==> config.mk <==
export PLATFORM = sky130hd
export DESIGN_NAME = tempo_tick_frame_scheduler_top
export DESIGN_NICKNAME = d
export VERILOG_FILES = /design/src/ttfs_pkg.sv /design/src/tempo_tick_frame_scheduler_top.sv /design/src/ttfs_datapath.sv /design/src/ttfs_ctrl.sv
export VERILOG_INCLUDE_DIRS = /design/src /design/src/src
export SDC_FILE = /design/constraint.sdc
export NUM_CORES = 2
export LEC_CHECK = 0
export ABC_AREA = 1
export BUFFER_PORTS_ARGS = -buffer_cell sky130_fd_sc_hd__buf_2
export CAP_MARGIN = 20
export CELL_PAD_IN_SITES_DETAIL_PLACEMENT = 1
export CELL_PAD_IN_SITES_GLOBAL_PLACEMENT = 1
export CORE_ASPECT_RATIO = 0.8
export CORE_MARGIN = 10
export CORE_UTILIZATION = 46
export CTS_BUF_LIST = sky130_fd_sc_hd__clkbuf_8
export DETAILED_ROUTE_END_ITERATION = 10
export PLACE_DENSITY = 0.79
export SETUP_SLACK_MARGIN = 0.4
export SYNTH_ARGS = -nofsm -noshare
export SYNTH_HDL_FRONTEND = slang
export SYNTH_SLANG_ARGS = --single-unit
==> constraint.sdc <==
create_clock -name clk -period 8.6 [get_ports clk]
set_input_delay 1.72 -clock clk [delete_from_list [all_inputs] [get_ports clk]]
set_output_delay 1.72 -clock clk [all_outputs]
set_load 0.01 [all_outputs]
==> src/assert_macros.svh <==
// ----------------------------------------------------------------------------
// assertion macros
// shared concurrent assertion forms, clocked on clk and disabled in reset
// ----------------------------------------------------------------------------
`ifndef ASSERT_MACROS_SVH
`define ASSERT_MACROS_SVH

// same-cycle implication
`define TTFS_ASSERT_SAME(label, ante, cons, msg) \
    label: assert property (@(posedge clk) disable iff (!rst_n) (ante) |-> (cons)) \
        else $error(msg);

// next-cycle implication
`define TTFS_ASSERT_NEXT(label, ante, cons, msg) \
    label: assert property (@(posedge clk) disable iff (!rst_n) (ante) |=> (cons)) \
        else $error(msg);

`endif

==> src/ttfs_pkg.sv <==
// ----------------------------------------------------------------------------
// ttfs_pkg
// types and constants shared by the tempo tick frame scheduler
// ----------------------------------------------------------------------------
`timescale 1ns / 1ps
`default_nettype none

package ttfs_pkg;

    localparam int TICK_COUNT_BITS = 15;
    localparam int PROD_W          = 32 + TICK_COUNT_BITS;

    localparam int SR_W    = 18;
    localparam int BPM_W   = 17;
    localparam int PPQ_W   = 9;
    localparam int CFG_W   = 18;
    localparam int CFG_IDX_W = 2;

    localparam logic [CFG_IDX_W-1:0] CFG_SAMPLE_RATE    = 2'd0;
    localparam logic [CFG_IDX_W-1:0] CFG_TEMPO_BPM_Q8   = 2'd1;
    localparam logic [CFG_IDX_W-1:0] CFG_TICKS_PER_BEAT = 2'd2;

    localparam int RESET_SAMPLE_RATE = 44100;
    localparam int RESET_BPM_Q8      = 32000;
    localparam int RESET_PPQ         = 24;

    // divider: (rate*60) << 24 over ppq*bpm_q8
    localparam int NUM_W      = 48;
    localparam int DEN_W      = PPQ_W + BPM_W;
    localparam int DIV_CNT_W  = $clog2(NUM_W);

    localparam longint RESET_HALF_RAW =
        (longint'(RESET_SAMPLE_RATE) * 30 * 256) / (longint'(RESET_PPQ) * RESET_BPM_Q8);
    localparam logic [15:0] RESET_HALF_LEN =
        (RESET_HALF_RAW > 65535) ? 16'hFFFF : 16'(RESET_HALF_RAW);
    localparam longint RESET_REAL_RAW =
        ((longint'(RESET_SAMPLE_RATE) * 60) << 24) / (longint'(RESET_PPQ) * RESET_BPM_Q8);
    localparam logic [31:0] RESET_REAL = 32'(RESET_REAL_RAW);

    typedef struct packed {
        logic start;
        logic step;
        logic mul;
        logic finish;
        logic plain;
    } ttfs_cmd_t;

    typedef struct packed {
        logic tick_due;
    } ttfs_status_t;

endpackage

`default_nettype wire

==> src/tempo_tick_frame_scheduler_top.sv <==
// ----------------------------------------------------------------------------
// tempo_tick_frame_scheduler_top
// splits a stream of audio frames into tempo ticks, one result per frame
// ----------------------------------------------------------------------------
// A frame that does not begin a tick has its result registered in the cycle
// after it is accepted. For a frame that begins a tick, the new Q16.16 tick
// length comes from a restoring divider that produces one of 48 quotient bits
// per cycle, followed by a multiply step for the tick offset and a finish step
// that settles the tick length once the output is free. Register writes take
// effect at the next tick start.
// ----------------------------------------------------------------------------
`timescale 1ns / 1ps
`default_nettype none

module tempo_tick_frame_scheduler_top
(
    input  wire logic                            clk,
    input  wire logic                            rst_n,
    input  wire logic                            cfg_we,
    input  wire logic [ttfs_pkg::CFG_IDX_W-1:0]  cfg_index,
    input  wire logic [ttfs_pkg::CFG_W-1:0]      cfg_data,
    input  wire logic                            in_valid,
    output logic                                 in_ready,
    input  wire logic                            block_last,
    output logic                                 out_valid,
    input  wire logic                            out_ready,
    output logic                                 tick_start,
    output logic [14:0]                          tick_index,
    output logic [15:0]                          frame_in_tick,
    output logic [15:0]                          tick_frames,
    output logic                                 chunk_start
);

    ttfs_pkg::ttfs_cmd_t    cmd;
    ttfs_pkg::ttfs_status_t status;

    ttfs_ctrl u_ctrl
    (
        .clk       (clk),
        .rst_n     (rst_n),
        .in_valid  (in_valid),
        .in_ready  (in_ready),
        .out_valid (out_valid),
        .out_ready (out_ready),
        .status    (status),
        .cmd       (cmd)
    );

    ttfs_datapath u_datapath
    (
        .clk           (clk),
        .rst_n         (rst_n),
        .cfg_we        (cfg_we),
        .cfg_index     (cfg_index),
        .cfg_data      (cfg_data),
        .block_last    (block_last),
        .cmd           (cmd),
        .status        (status),
        .tick_start    (tick_start),
        .tick_index    (tick_index),
        .frame_in_tick (frame_in_tick),
        .tick_frames   (tick_frames),
        .chunk_start   (chunk_start)
    );

endmodule

`default_nettype wire

==> src/ttfs_datapath.sv <==
// ----------------------------------------------------------------------------
// ttfs_datapath
// tick state, config registers, serial divider, offset multiplier, result
// ----------------------------------------------------------------------------
`timescale 1ns / 1ps
`default_nettype none

module ttfs_datapath
(
    input  wire logic                              clk,
    input  wire logic                              rst_n,
    input  wire logic                              cfg_we,
    input  wire logic [ttfs_pkg::CFG_IDX_W-1:0]    cfg_index,
    input  wire logic [ttfs_pkg::CFG_W-1:0]        cfg_data,
    input  wire logic                              block_last,
    input  wire ttfs_pkg::ttfs_cmd_t               cmd,
    output ttfs_pkg::ttfs_status_t                 status,
    output logic                                   tick_start,
    output logic [14:0]                            tick_index,
    output logic [15:0]                            frame_in_tick,
    output logic [15:0]                            tick_frames,
    output logic                                   chunk_start
);

    localparam int CW = ttfs_pkg::TICK_COUNT_BITS;
    localparam int PW = ttfs_pkg::PROD_W;
    localparam int NW = ttfs_pkg::NUM_W;
    localparam int DW = ttfs_pkg::DEN_W;

    logic [ttfs_pkg::SR_W-1:0]  sample_rate_reg;
    logic [ttfs_pkg::BPM_W-1:0] bpm_reg;
    logic [ttfs_pkg::PPQ_W-1:0] ppq_reg;

    logic [15:0]   frames_done_reg;
    logic [CW-1:0] tick_count_reg;
    logic [30:0]   next_offset_reg;
    logic [15:0]   tick_length_reg;
    logic [31:0]   real_reg;
    logic          after_end_reg;
    logic          last_reg;

    logic [NW-1:0] quo_reg;
    logic [DW-1:0] rem_reg;
    logic [DW-1:0] den_reg;
    logic [PW-1:0] prod_reg;

    logic          tick_start_reg;
    logic [14:0]   tick_index_reg;
    logic [15:0]   frame_in_tick_reg;
    logic [15:0]   tick_frames_reg;
    logic          chunk_start_reg;

    logic [23:0]   sr60;
    logic [DW:0]   rem_shift;
    logic [DW:0]   rem_diff;
    logic          rem_ge;
    logic [31:0]   real_next;
    logic [CW-1:0] count_next;
    logic [PW-1:0] prod_next;
    logic [31:0]   off_raw;
    logic [30:0]   next_off;
    logic [PW-1:0] wrap_wide;
    logic [31:0]   wrap_raw;
    logic [30:0]   wrap_off;
    logic [31:0]   len_diff;
    logic [15:0]   len_next;

    assign status.tick_due = (frames_done_reg >= tick_length_reg);

    // divider step
    assign sr60      = 24'(sample_rate_reg) * 24'd60;
    assign rem_shift = {rem_reg, quo_reg[NW-1]};
    assign rem_diff  = rem_shift - {1'b0, den_reg};
    assign rem_ge    = (rem_shift >= {1'b0, den_reg});

    // quotient saturation and offset product
    assign real_next  = (|quo_reg[NW-1:32]) ? 32'hFFFF_FFFF : quo_reg[31:0];
    assign count_next = tick_count_reg + CW'(1);
    assign prod_next  = PW'(real_next) * PW'(count_next);

    // offsets and tick length
    assign off_raw   = 32'(prod_reg[PW-1:16]);
    assign next_off  = off_raw[31] ? 31'h7FFF_FFFF : off_raw[30:0];
    assign wrap_wide = {real_reg, {CW{1'b0}}};
    assign wrap_raw  = 32'(wrap_wide[PW-1:16]);
    assign wrap_off  = wrap_raw[31] ? 31'h7FFF_FFFF : wrap_raw[30:0];

    always_comb
    begin
        if (next_off < next_offset_reg)
        begin
            len_diff = {1'b0, wrap_off} - {1'b0, next_offset_reg};
        end
        else
        begin
            len_diff = {1'b0, next_off} - {1'b0, next_offset_reg};
        end
        if (|len_diff[31:16])
        begin
            len_next = 16'hFFFF;
        end
        else if (len_diff[15:0] == 16'd0)
        begin
            len_next = 16'd1;
        end
        else
        begin
            len_next = len_diff[15:0];
        end
    end

    always_ff @(posedge clk or negedge rst_n)
    begin
        if (!rst_n)
        begin
            sample_rate_reg <= ttfs_pkg::SR_W'(ttfs_pkg::RESET_SAMPLE_RATE);
            bpm_reg         <= ttfs_pkg::BPM_W'(ttfs_pkg::RESET_BPM_Q8);
            ppq_reg         <= ttfs_pkg::PPQ_W'(ttfs_pkg::RESET_PPQ);
            frames_done_reg <= '0;
            tick_count_reg  <= '0;
            next_offset_reg <= '0;
            tick_length_reg <= ttfs_pkg::RESET_HALF_LEN;
            real_reg        <= ttfs_pkg::RESET_REAL;
            after_end_reg   <= 1'b1;
        end
        else
        begin
            if (cfg_we)
            begin
                case (cfg_index)
                    ttfs_pkg::CFG_SAMPLE_RATE:    sample_rate_reg <= cfg_data;
                    ttfs_pkg::CFG_TEMPO_BPM_Q8:   bpm_reg <= cfg_data[ttfs_pkg::BPM_W-1:0];
                    ttfs_pkg::CFG_TICKS_PER_BEAT: ppq_reg <= cfg_data[ttfs_pkg::PPQ_W-1:0];
                    default: ;
                endcase
            end
            if (cmd.mul)
            begin
                real_reg       <= real_next;
                tick_count_reg <= count_next;
            end
            if (cmd.finish)
            begin
                next_offset_reg <= next_off;
                tick_length_reg <= len_next;
                frames_done_reg <= 16'd1;
                after_end_reg   <= last_reg;
            end
            else if (cmd.plain)
            begin
                frames_done_reg <= frames_done_reg + 16'd1;
                after_end_reg   <= block_last;
            end
        end
    end

    always_ff @(posedge clk)
    begin
        if (cmd.start)
        begin
            quo_reg  <= {sr60, 24'd0};
            rem_reg  <= '0;
            den_reg  <= DW'(ppq_reg) * DW'(bpm_reg);
            last_reg <= block_last;
        end
        else if (cmd.step)
        begin
            quo_reg <= {quo_reg[NW-2:0], rem_ge};
            rem_reg <= rem_ge ? rem_diff[DW-1:0] : rem_shift[DW-1:0];
        end
        if (cmd.mul)
        begin
            prod_reg <= prod_next;
        end
        if (cmd.finish)
        begin
            tick_start_reg    <= 1'b1;
            tick_index_reg    <= 15'(tick_count_reg);
            frame_in_tick_reg <= 16'd0;
            tick_frames_reg   <= len_next;
            chunk_start_reg   <= 1'b1;
        end
        else if (cmd.plain)
        begin
            tick_start_reg    <= 1'b0;
            tick_index_reg    <= 15'(tick_count_reg);
            frame_in_tick_reg <= frames_done_reg;
            tick_frames_reg   <= tick_length_reg;
            chunk_start_reg   <= after_end_reg;
        end
    end

    assign tick_start    = tick_start_reg;
    assign tick_index    = tick_index_reg;
    assign frame_in_tick = frame_in_tick_reg;
    assign tick_frames   = tick_frames_reg;
    assign chunk_start   = chunk_start_reg;

endmodule

`default_nettype wire

==> src/ttfs_ctrl.sv <==
// ----------------------------------------------------------------------------
// ttfs_ctrl
// request sequencing: plain frames, divide / multiply / finish for tick starts
// ----------------------------------------------------------------------------
`timescale 1ns / 1ps
`default_nettype none

`include "assert_macros.svh"

module ttfs_ctrl
(
    input  wire logic                    clk,
    input  wire logic                    rst_n,
    input  wire logic                    in_valid,
    output logic                         in_ready,
    output logic                         out_valid,
    input  wire logic                    out_ready,
    input  wire ttfs_pkg::ttfs_status_t  status,
    output ttfs_pkg::ttfs_cmd_t          cmd
);

    typedef enum logic [1:0] {
        ST_IDLE,
        ST_DIV,
        ST_MUL,
        ST_FIN
    } state_t;

    state_t                          state_reg;
    state_t                          state_next;
    logic [ttfs_pkg::DIV_CNT_W-1:0]  step_cnt_reg;
    logic [ttfs_pkg::DIV_CNT_W-1:0]  step_cnt_next;
    logic                            out_valid_reg;
    logic                            out_valid_next;
    logic                            out_free;
    logic                            accept;
    logic                            last_step;

    assign out_free  = !out_valid_reg || out_ready;
    assign in_ready  = (state_reg == ST_IDLE) && out_free;
    assign accept    = in_valid && in_ready;
    assign last_step = (step_cnt_reg == ttfs_pkg::DIV_CNT_W'(ttfs_pkg::NUM_W - 1));
    assign out_valid = out_valid_reg;

    always_comb
    begin
        cmd            = '0;
        state_next     = state_reg;
        step_cnt_next  = step_cnt_reg;
        out_valid_next = out_ready ? 1'b0 : out_valid_reg;
        case (state_reg)
            ST_IDLE:
            begin
                if (accept)
                begin
                    if (status.tick_due)
                    begin
                        cmd.start     = 1'b1;
                        step_cnt_next = '0;
                        state_next    = ST_DIV;
                    end
                    else
                    begin
                        cmd.plain      = 1'b1;
                        out_valid_next = 1'b1;
                    end
                end
            end
            ST_DIV:
            begin
                cmd.step      = 1'b1;
                step_cnt_next = step_cnt_reg + ttfs_pkg::DIV_CNT_W'(1);
                if (last_step)
                begin
                    state_next = ST_MUL;
                end
            end
            ST_MUL:
            begin
                cmd.mul    = 1'b1;
                state_next = ST_FIN;
            end
            ST_FIN:
            begin
                if (out_free)
                begin
                    cmd.finish     = 1'b1;
                    out_valid_next = 1'b1;
                    state_next     = ST_IDLE;
                end
            end
            default:
            begin
                state_next = ST_IDLE;
            end
        endcase
    end

    always_ff @(posedge clk or negedge rst_n)
    begin
        if (!rst_n)
        begin
            state_reg     <= ST_IDLE;
            step_cnt_reg  <= '0;
            out_valid_reg <= 1'b0;
        end
        else
        begin
            state_reg     <= state_next;
            step_cnt_reg  <= step_cnt_next;
            out_valid_reg <= out_valid_next;
        end
    end

    `TTFS_ASSERT_NEXT(a_tick_enters_div, accept && status.tick_due, state_reg == ST_DIV, "tick request did not start the divider")
    `TTFS_ASSERT_NEXT(a_plain_gives_result, accept && !status.tick_due, out_valid_reg, "plain request produced no result")
    `TTFS_ASSERT_NEXT(a_div_ends, state_reg == ST_DIV && last_step, state_reg == ST_MUL, "divider did not hand over to multiply")
    `TTFS_ASSERT_SAME(a_busy_no_accept, state_reg != ST_IDLE, !in_ready, "request taken while a tick is computed")
    `TTFS_ASSERT_SAME(a_one_cmd, 1'b1, $onehot0(cmd), "more than one datapath command")

endmodule

`default_nettype wire
# Word level (Yosys, flattened, before mapping)
# Cells that the tools add are included.
[word_totals] wordCells=100 reg_bits=361
[op_classes] mul=3 n_mux=38 n_reduce_logical=17 eq_ne=10 n_addsub=6 order_cmp=3
[ops] operator="$mux W16" n=6
[ops] operator="$mux W48" n=2
[ops] operator="$mux W32" n=2
[ops] operator="$sub A31 B31 Y32" n=2
[ops] operator="$mul A32 B15 Y47" n=1
[ops] operator="$reduce_or A16 Y1" n=2
[ops] operator="$lt A31 B31 Y1" n=1
[ops] operator="$mux W15" n=2
[ops] operator="$ge A27 B26 Y1" n=1
[ops] operator="$mul A9 B17 Y26" n=1
[ops] operator="$mux W26" n=1
[ops] operator="$sub A26 B26 Y26" n=1
[ops] operator="$mul A18 B4 Y22 const B" n=1
[ops] operator="$add A16 B1 Y16 const B" n=1
[ops] operator="$ge A16 B16 Y1" n=1
[ops] operator="$logic_not A16 Y1" n=1
[ops] operator="$mux W1" n=16
[ops] operator="$add A15 B1 Y15 const B" n=1
[ops] operator="$mux W6" n=2
[ops] operator="$pmux W6 S2" n=1
[ops] operator="$mux W2" n=4
[ops] operator="$pmux W2 S4" n=1
[ops] operator="$add A6 B1 Y6 const B" n=1
[ops] operator="$eq A2 B2 Y1 const B" n=3
[ops] operator="13 further kinds" n=22

# Logic depth before layout (Yosys ltp)
[logic_depth] ltp_word=8 ltp_mapped=36 depth_no_buf=35

# Cells and area by module
# From an unflattened synthesis, not the netlist that was laid out.
[unflattened] cells_unflattened=5653 hier_area_um2=42216.7
[modules_own_cells] module="ttfs_datapath" cells_per_inst=5563 seq_area_each_um2=8622.0 n_inst=1 area_each_um2=41552.4
[modules_own_cells] module="ttfs_ctrl" cells_per_inst=90 seq_area_each_um2=225.2 n_inst=1 area_each_um2=664.4

# Least setup slack after synthesis
# No wires, ideal clock.
[synth_path] path_type="register -> register" from="register u_datapath.tick_count_reg[0]" to="register u_datapath.prod_reg[37], data pin" stages_incl_launch_ff=30 n_path_buf=1 t_required_ns=8.331 setup_ns=0.269 slack_ns=2.223 arrival_ns=6.108 path_cell_list="dfrtp_1 -> ha_1 -> nand3_1 -> nor2_1 -> inv_1 -> nor4_1 -> nand2_1 -> xor2_1 -> clkbuf_1 -> nor2_1 -> fa_1 -> inv_1 -> fa_1 -> inv_1 -> fa_1 -> fa_1 -> fa_1 -> inv_1 -> fa_1 -> inv_1 -> ha_1 -> a21oi_1 -> nor2_1 -> nor2_1 -> inv_1 -> a21oi_1 -> o21ai_0 -> a21oi_1 -> o31ai_1 -> xor2_1"
[synth_between] elab_chain_cells=2
[synth_rtl] item="start: declaration" line="ttfs_datapath.sv:35" source="logic [CW-1:0] tick_count_reg;"
[synth_rtl] item="start signal: assignment" line="ttfs_datapath.sv:140" source="tick_count_reg <= count_next;"
[synth_rtl] item="$add A15 B1 Y15" line="ttfs_datapath.sv:78" source="assign count_next = tick_count_reg + CW'(1);"
[synth_rtl] item="$mul A32 B15 Y47" line="ttfs_datapath.sv:79" source="assign prod_next = PW'(real_next) * PW'(count_next);"
[synth_rtl] item="named net u_datapath.prod_next[37]" line="ttfs_datapath.sv:59" source="logic [PW-1:0] prod_next;"
[synth_rtl] item="end signal: assignment" line="ttfs_datapath.sv:173" source="prod_reg <= prod_next;"
[synth_rtl] item="end: declaration" line="ttfs_datapath.sv:45" source="logic [PW-1:0] prod_reg;"
# The timed path passes the listed nets, and every way through them passes these cells.
# A chain may end at the register's enable or synchronous reset.

# Worst setup path in the final report
[layout_path] from="register u_datapath.tick_count_reg[0]" to="register u_datapath.prod_reg[43], data pin"
# Same word-level chain as after synthesis.

==> impl_metrics.yaml <==
status:
  outcome: "finished clean"
clock_network:
  cts_buffers: 67
  clk_latency_ns: 0.70
  cts_tree: "done"
  ctsHoldBuffers: 0
  cts.sinks: 344
  cts_root_buffer: "clkbuf_8"
  clockBufferDepth: 3
  htree_num_levels: 3
  clk_pin_slew_ns: 0.06
sta:
  slew_headroom_pct: 25.5
  rsz0062_at_grt: "false"
  fin_crit_ns: 7.87
  setup_tns_ns: 0
  worst_slew_pin_slew_ns: 1.12
  hold_viol_final: 0
  finalCritPeriodShare_pct: 91.5
  finClkSkew_ns: 0.0444
  report.final.slew_viol_count: 0
  setup_viol: 0
  fmax_ghz: 0.127
worst_setup_path:
  rrSetupSlack_ns: 0.73
  crit_required_ns: 9.04
  start_kind: "flop"
  rr_worst_depth: 29
  cp-end-kind: "flop"
  cp_slowest_cell: "fa_1"
  crit_path_max_incr_delay_ns: 0.55
  worstPathArrival_ns: 8.31
  crit_type: "flop to flop"
  r2r-end: "u_datapath.prod_reg[43]"
  crit_family: "adder cells"
  cp_max_fo: 32
  path_buf_inv: 8
  timing.rr.start: "u_datapath.tick_count_reg[0]"
  cpMostUsedCell: "nand2_1"
drt:
  post-route-drc-count: 0
  routed_via_density: 5.31
  post_drt_wl_per_cell_um: 20.2
  antenna_left: 0
  vias: 36900
  first_pass_iters: 5
  dr.first_iter.drc_count: 2789
  routed_wl_um: 141000
final_layout:
  area_growth_pct: 8.34
  largest_reg_flops: 48
  num-nets-final: 6530
  drive_above_1_share_pct: 6.45
  fillCellCount: 11500
global_route:
  grt.total_usage_pct: 27.4
  grt_pass1_vias: 39300
  antenna_found_initial: 1
  overflow: 0
  grt_max_degree: 79
  grt_first_pass_wirelength_um: 225000
synth:
  ys_types: 58
  synth_flop_cell: "dfrtp_1"
  ys_warn_count: 0
  syn_nets: 6459
  synth_seq_area_share_pct: 21.1
  yosys_register_bits: 344
  synthArstFlopShare_pct: 47.4
  synthCells: 5614
  yosys-top-cells-area: "fa_1 25%, nand2_1 14%, inv_1 11%"
  syn_area_per_cell_um2: 7.48
  yosys.area.top_type_share_pct: 25.2
  synth_top_area_cell: "fa_1"
  synth-edff-count: 111
  syn_area_um2: 42000
floorplanning:
  fp-row-count: 99
  start_util_pct: 46.2
  io_pins: 77
  fp.dieArea_um2: 104000
  die_y_um: 290
  fp.dieW_um: 358
  core_um2: 90900
worst_hold_path:
  whs_path_depth: 2
  hold_path.class: "flop to flop"
  hold_end: "u_datapath.tick_start"
  min_from: "u_datapath.tick_start"
placed_design:
  place.gp.congestion: 0.939
  io_buffer_count: 76
  place_hpwl_um: 117000
flow_run:
  max-cap-violations: 0
==> placed cells by master, fill, tap and decap left out, drive strengths merged, types with 27 or more instances in the layout <==
| cell | n |
|---|---|
| a21oi | 228 |
| buf | 166 |
| clkbuf | 74 |
| dfrtp | 136 |
| dfstp | 27 |
| dfxtp | 70 |
| edfxtp | 111 |
| fa | 529 |
| ha | 290 |
| inv | 1313 |
| nand2 | 1576 |
| nand3 | 155 |
| nand4 | 36 |
| nor2 | 416 |
| nor3 | 51 |
| o21ai | 286 |
| o22ai | 30 |
| xnor2 | 44 |
| xor2 | 67 |
==> logic make-up (layout without fill, tap and decap cells) <==
kind of cell	after synthesis	after routing	synth area share [%]
compound gates	616	616	7.90
xor+xnor	111	111	2.31
fa+ha+maj	819	819	33.8
buf+inv	1466	1591	13.2
flops	344	344	21.1
mux	1	1	0.0268
other cells	0	2	0
simple gates	2257	2257	21.6
==> worst max-delay path by stage <==
stage	start	to	slack, ns	depth (start not counted)
final	u_datapath.tick_count_reg[0]	u_datapath.prod_reg[43]	0.73	29
after global routing	u_datapath.tick_count_reg[5]	u_datapath.prod_reg[44]	0.43	25
after CTS	u_datapath.tick_count_reg[0]	u_datapath.prod_reg[43]	0.53	29
after detailed placement	u_datapath.tick_count_reg[0]	u_datapath.prod_reg[43]	0.42	29
after global placement	u_datapath.tick_count_reg[0]	u_datapath.prod_reg[43]	0.53	29
after floorplan	u_datapath.tick_count_reg[0]	u_datapath.prod_reg[37]	2.22	29
==> final cells by class <==
type / count / area (um2) / area share (%)
multi-input combinational: 3804 / 27700 / 60.8
sequential: 344 / 8850 / 19.4
inverter: 1302 / 4900 / 10.8
tap: 1212 / 1520 / 3.33
timing repair buffer: 166 / 1060 / 2.33
clock buffer: 74 / 1020 / 2.24
clock inverter: 49 / 484 / 1.06
antenna: 2 / 5.00 / 0.0110
==> routing by layer <==
metal	wire length, um	up-vias	GRT usage [%]
li1	-	17100	-
met1	66300	18600	39.9
met2	61100	1088	41.8
met3	9980	190	4.99
met4	3330	0	6.29
met5	0	-	0
==> worst reg2reg max path: cells and delay by family (launching register included) <==
kind	cells	cell delay, ns
and+or+nand+nor	9	1.43
adders and majority gates	7	3.31
AOI/OAI and AO/OA	4	1.14
buffers and inverters	8	1.07
xor gates and xnor gates	1	0.18
DFF	1	0.48
==> synth_stat cells, drive strengths merged (9+ instances only) <==
library cell  instances
o21a                 11
nand3               155
nor3                 51
xor2                 67
fa                  529
xnor2                44
inv                1292
nand4                36
o21ai               286
a21oi               228
edfxtp              111
nor4                  9
clkbuf              151
nor2                416
dfxtp                70
nand2              1576
ha                  290
dfrtp               136
dfstp                27
a21o                  9
a31oi                14
o22ai                30
clkinv               10
buf                  13
==> timing repair <==
| item | in CTS | in global routing |
|---|---|---|
| resized for setup | 1 | 8 |
| pin swaps | 0 | 0 |
| setup buffers | 0 | 0 |
| endpoints found under the setup margin | 3 | 23 |
==> per-stage QoR <==
step / hold WS [ns] / instances / utilization, % / instance area, um2 / setup slack, ns
6_report: 0.440 / 6953 / 50.1 / 45500 / 0.728
5_1_grt: 0.469 / 6952 / 50.1 / 45500 / 0.429
4_1_cts: 0.446 / 6951 / 50.0 / 45500 / 0.525
3_5_place_dp: 0.431 / 6828 / 48.4 / 44000 / 0.417
3_3_place_gp: 0.428 / 6828 / 48.4 / 44000 / 0.527
2_1_floorplan: 0.445 / 5614 / - / 42000 / 2.22
Power is left out: the tool's default activity adds up to more than one toggle a clock period on the data nets, which glitch-free logic cannot reach.
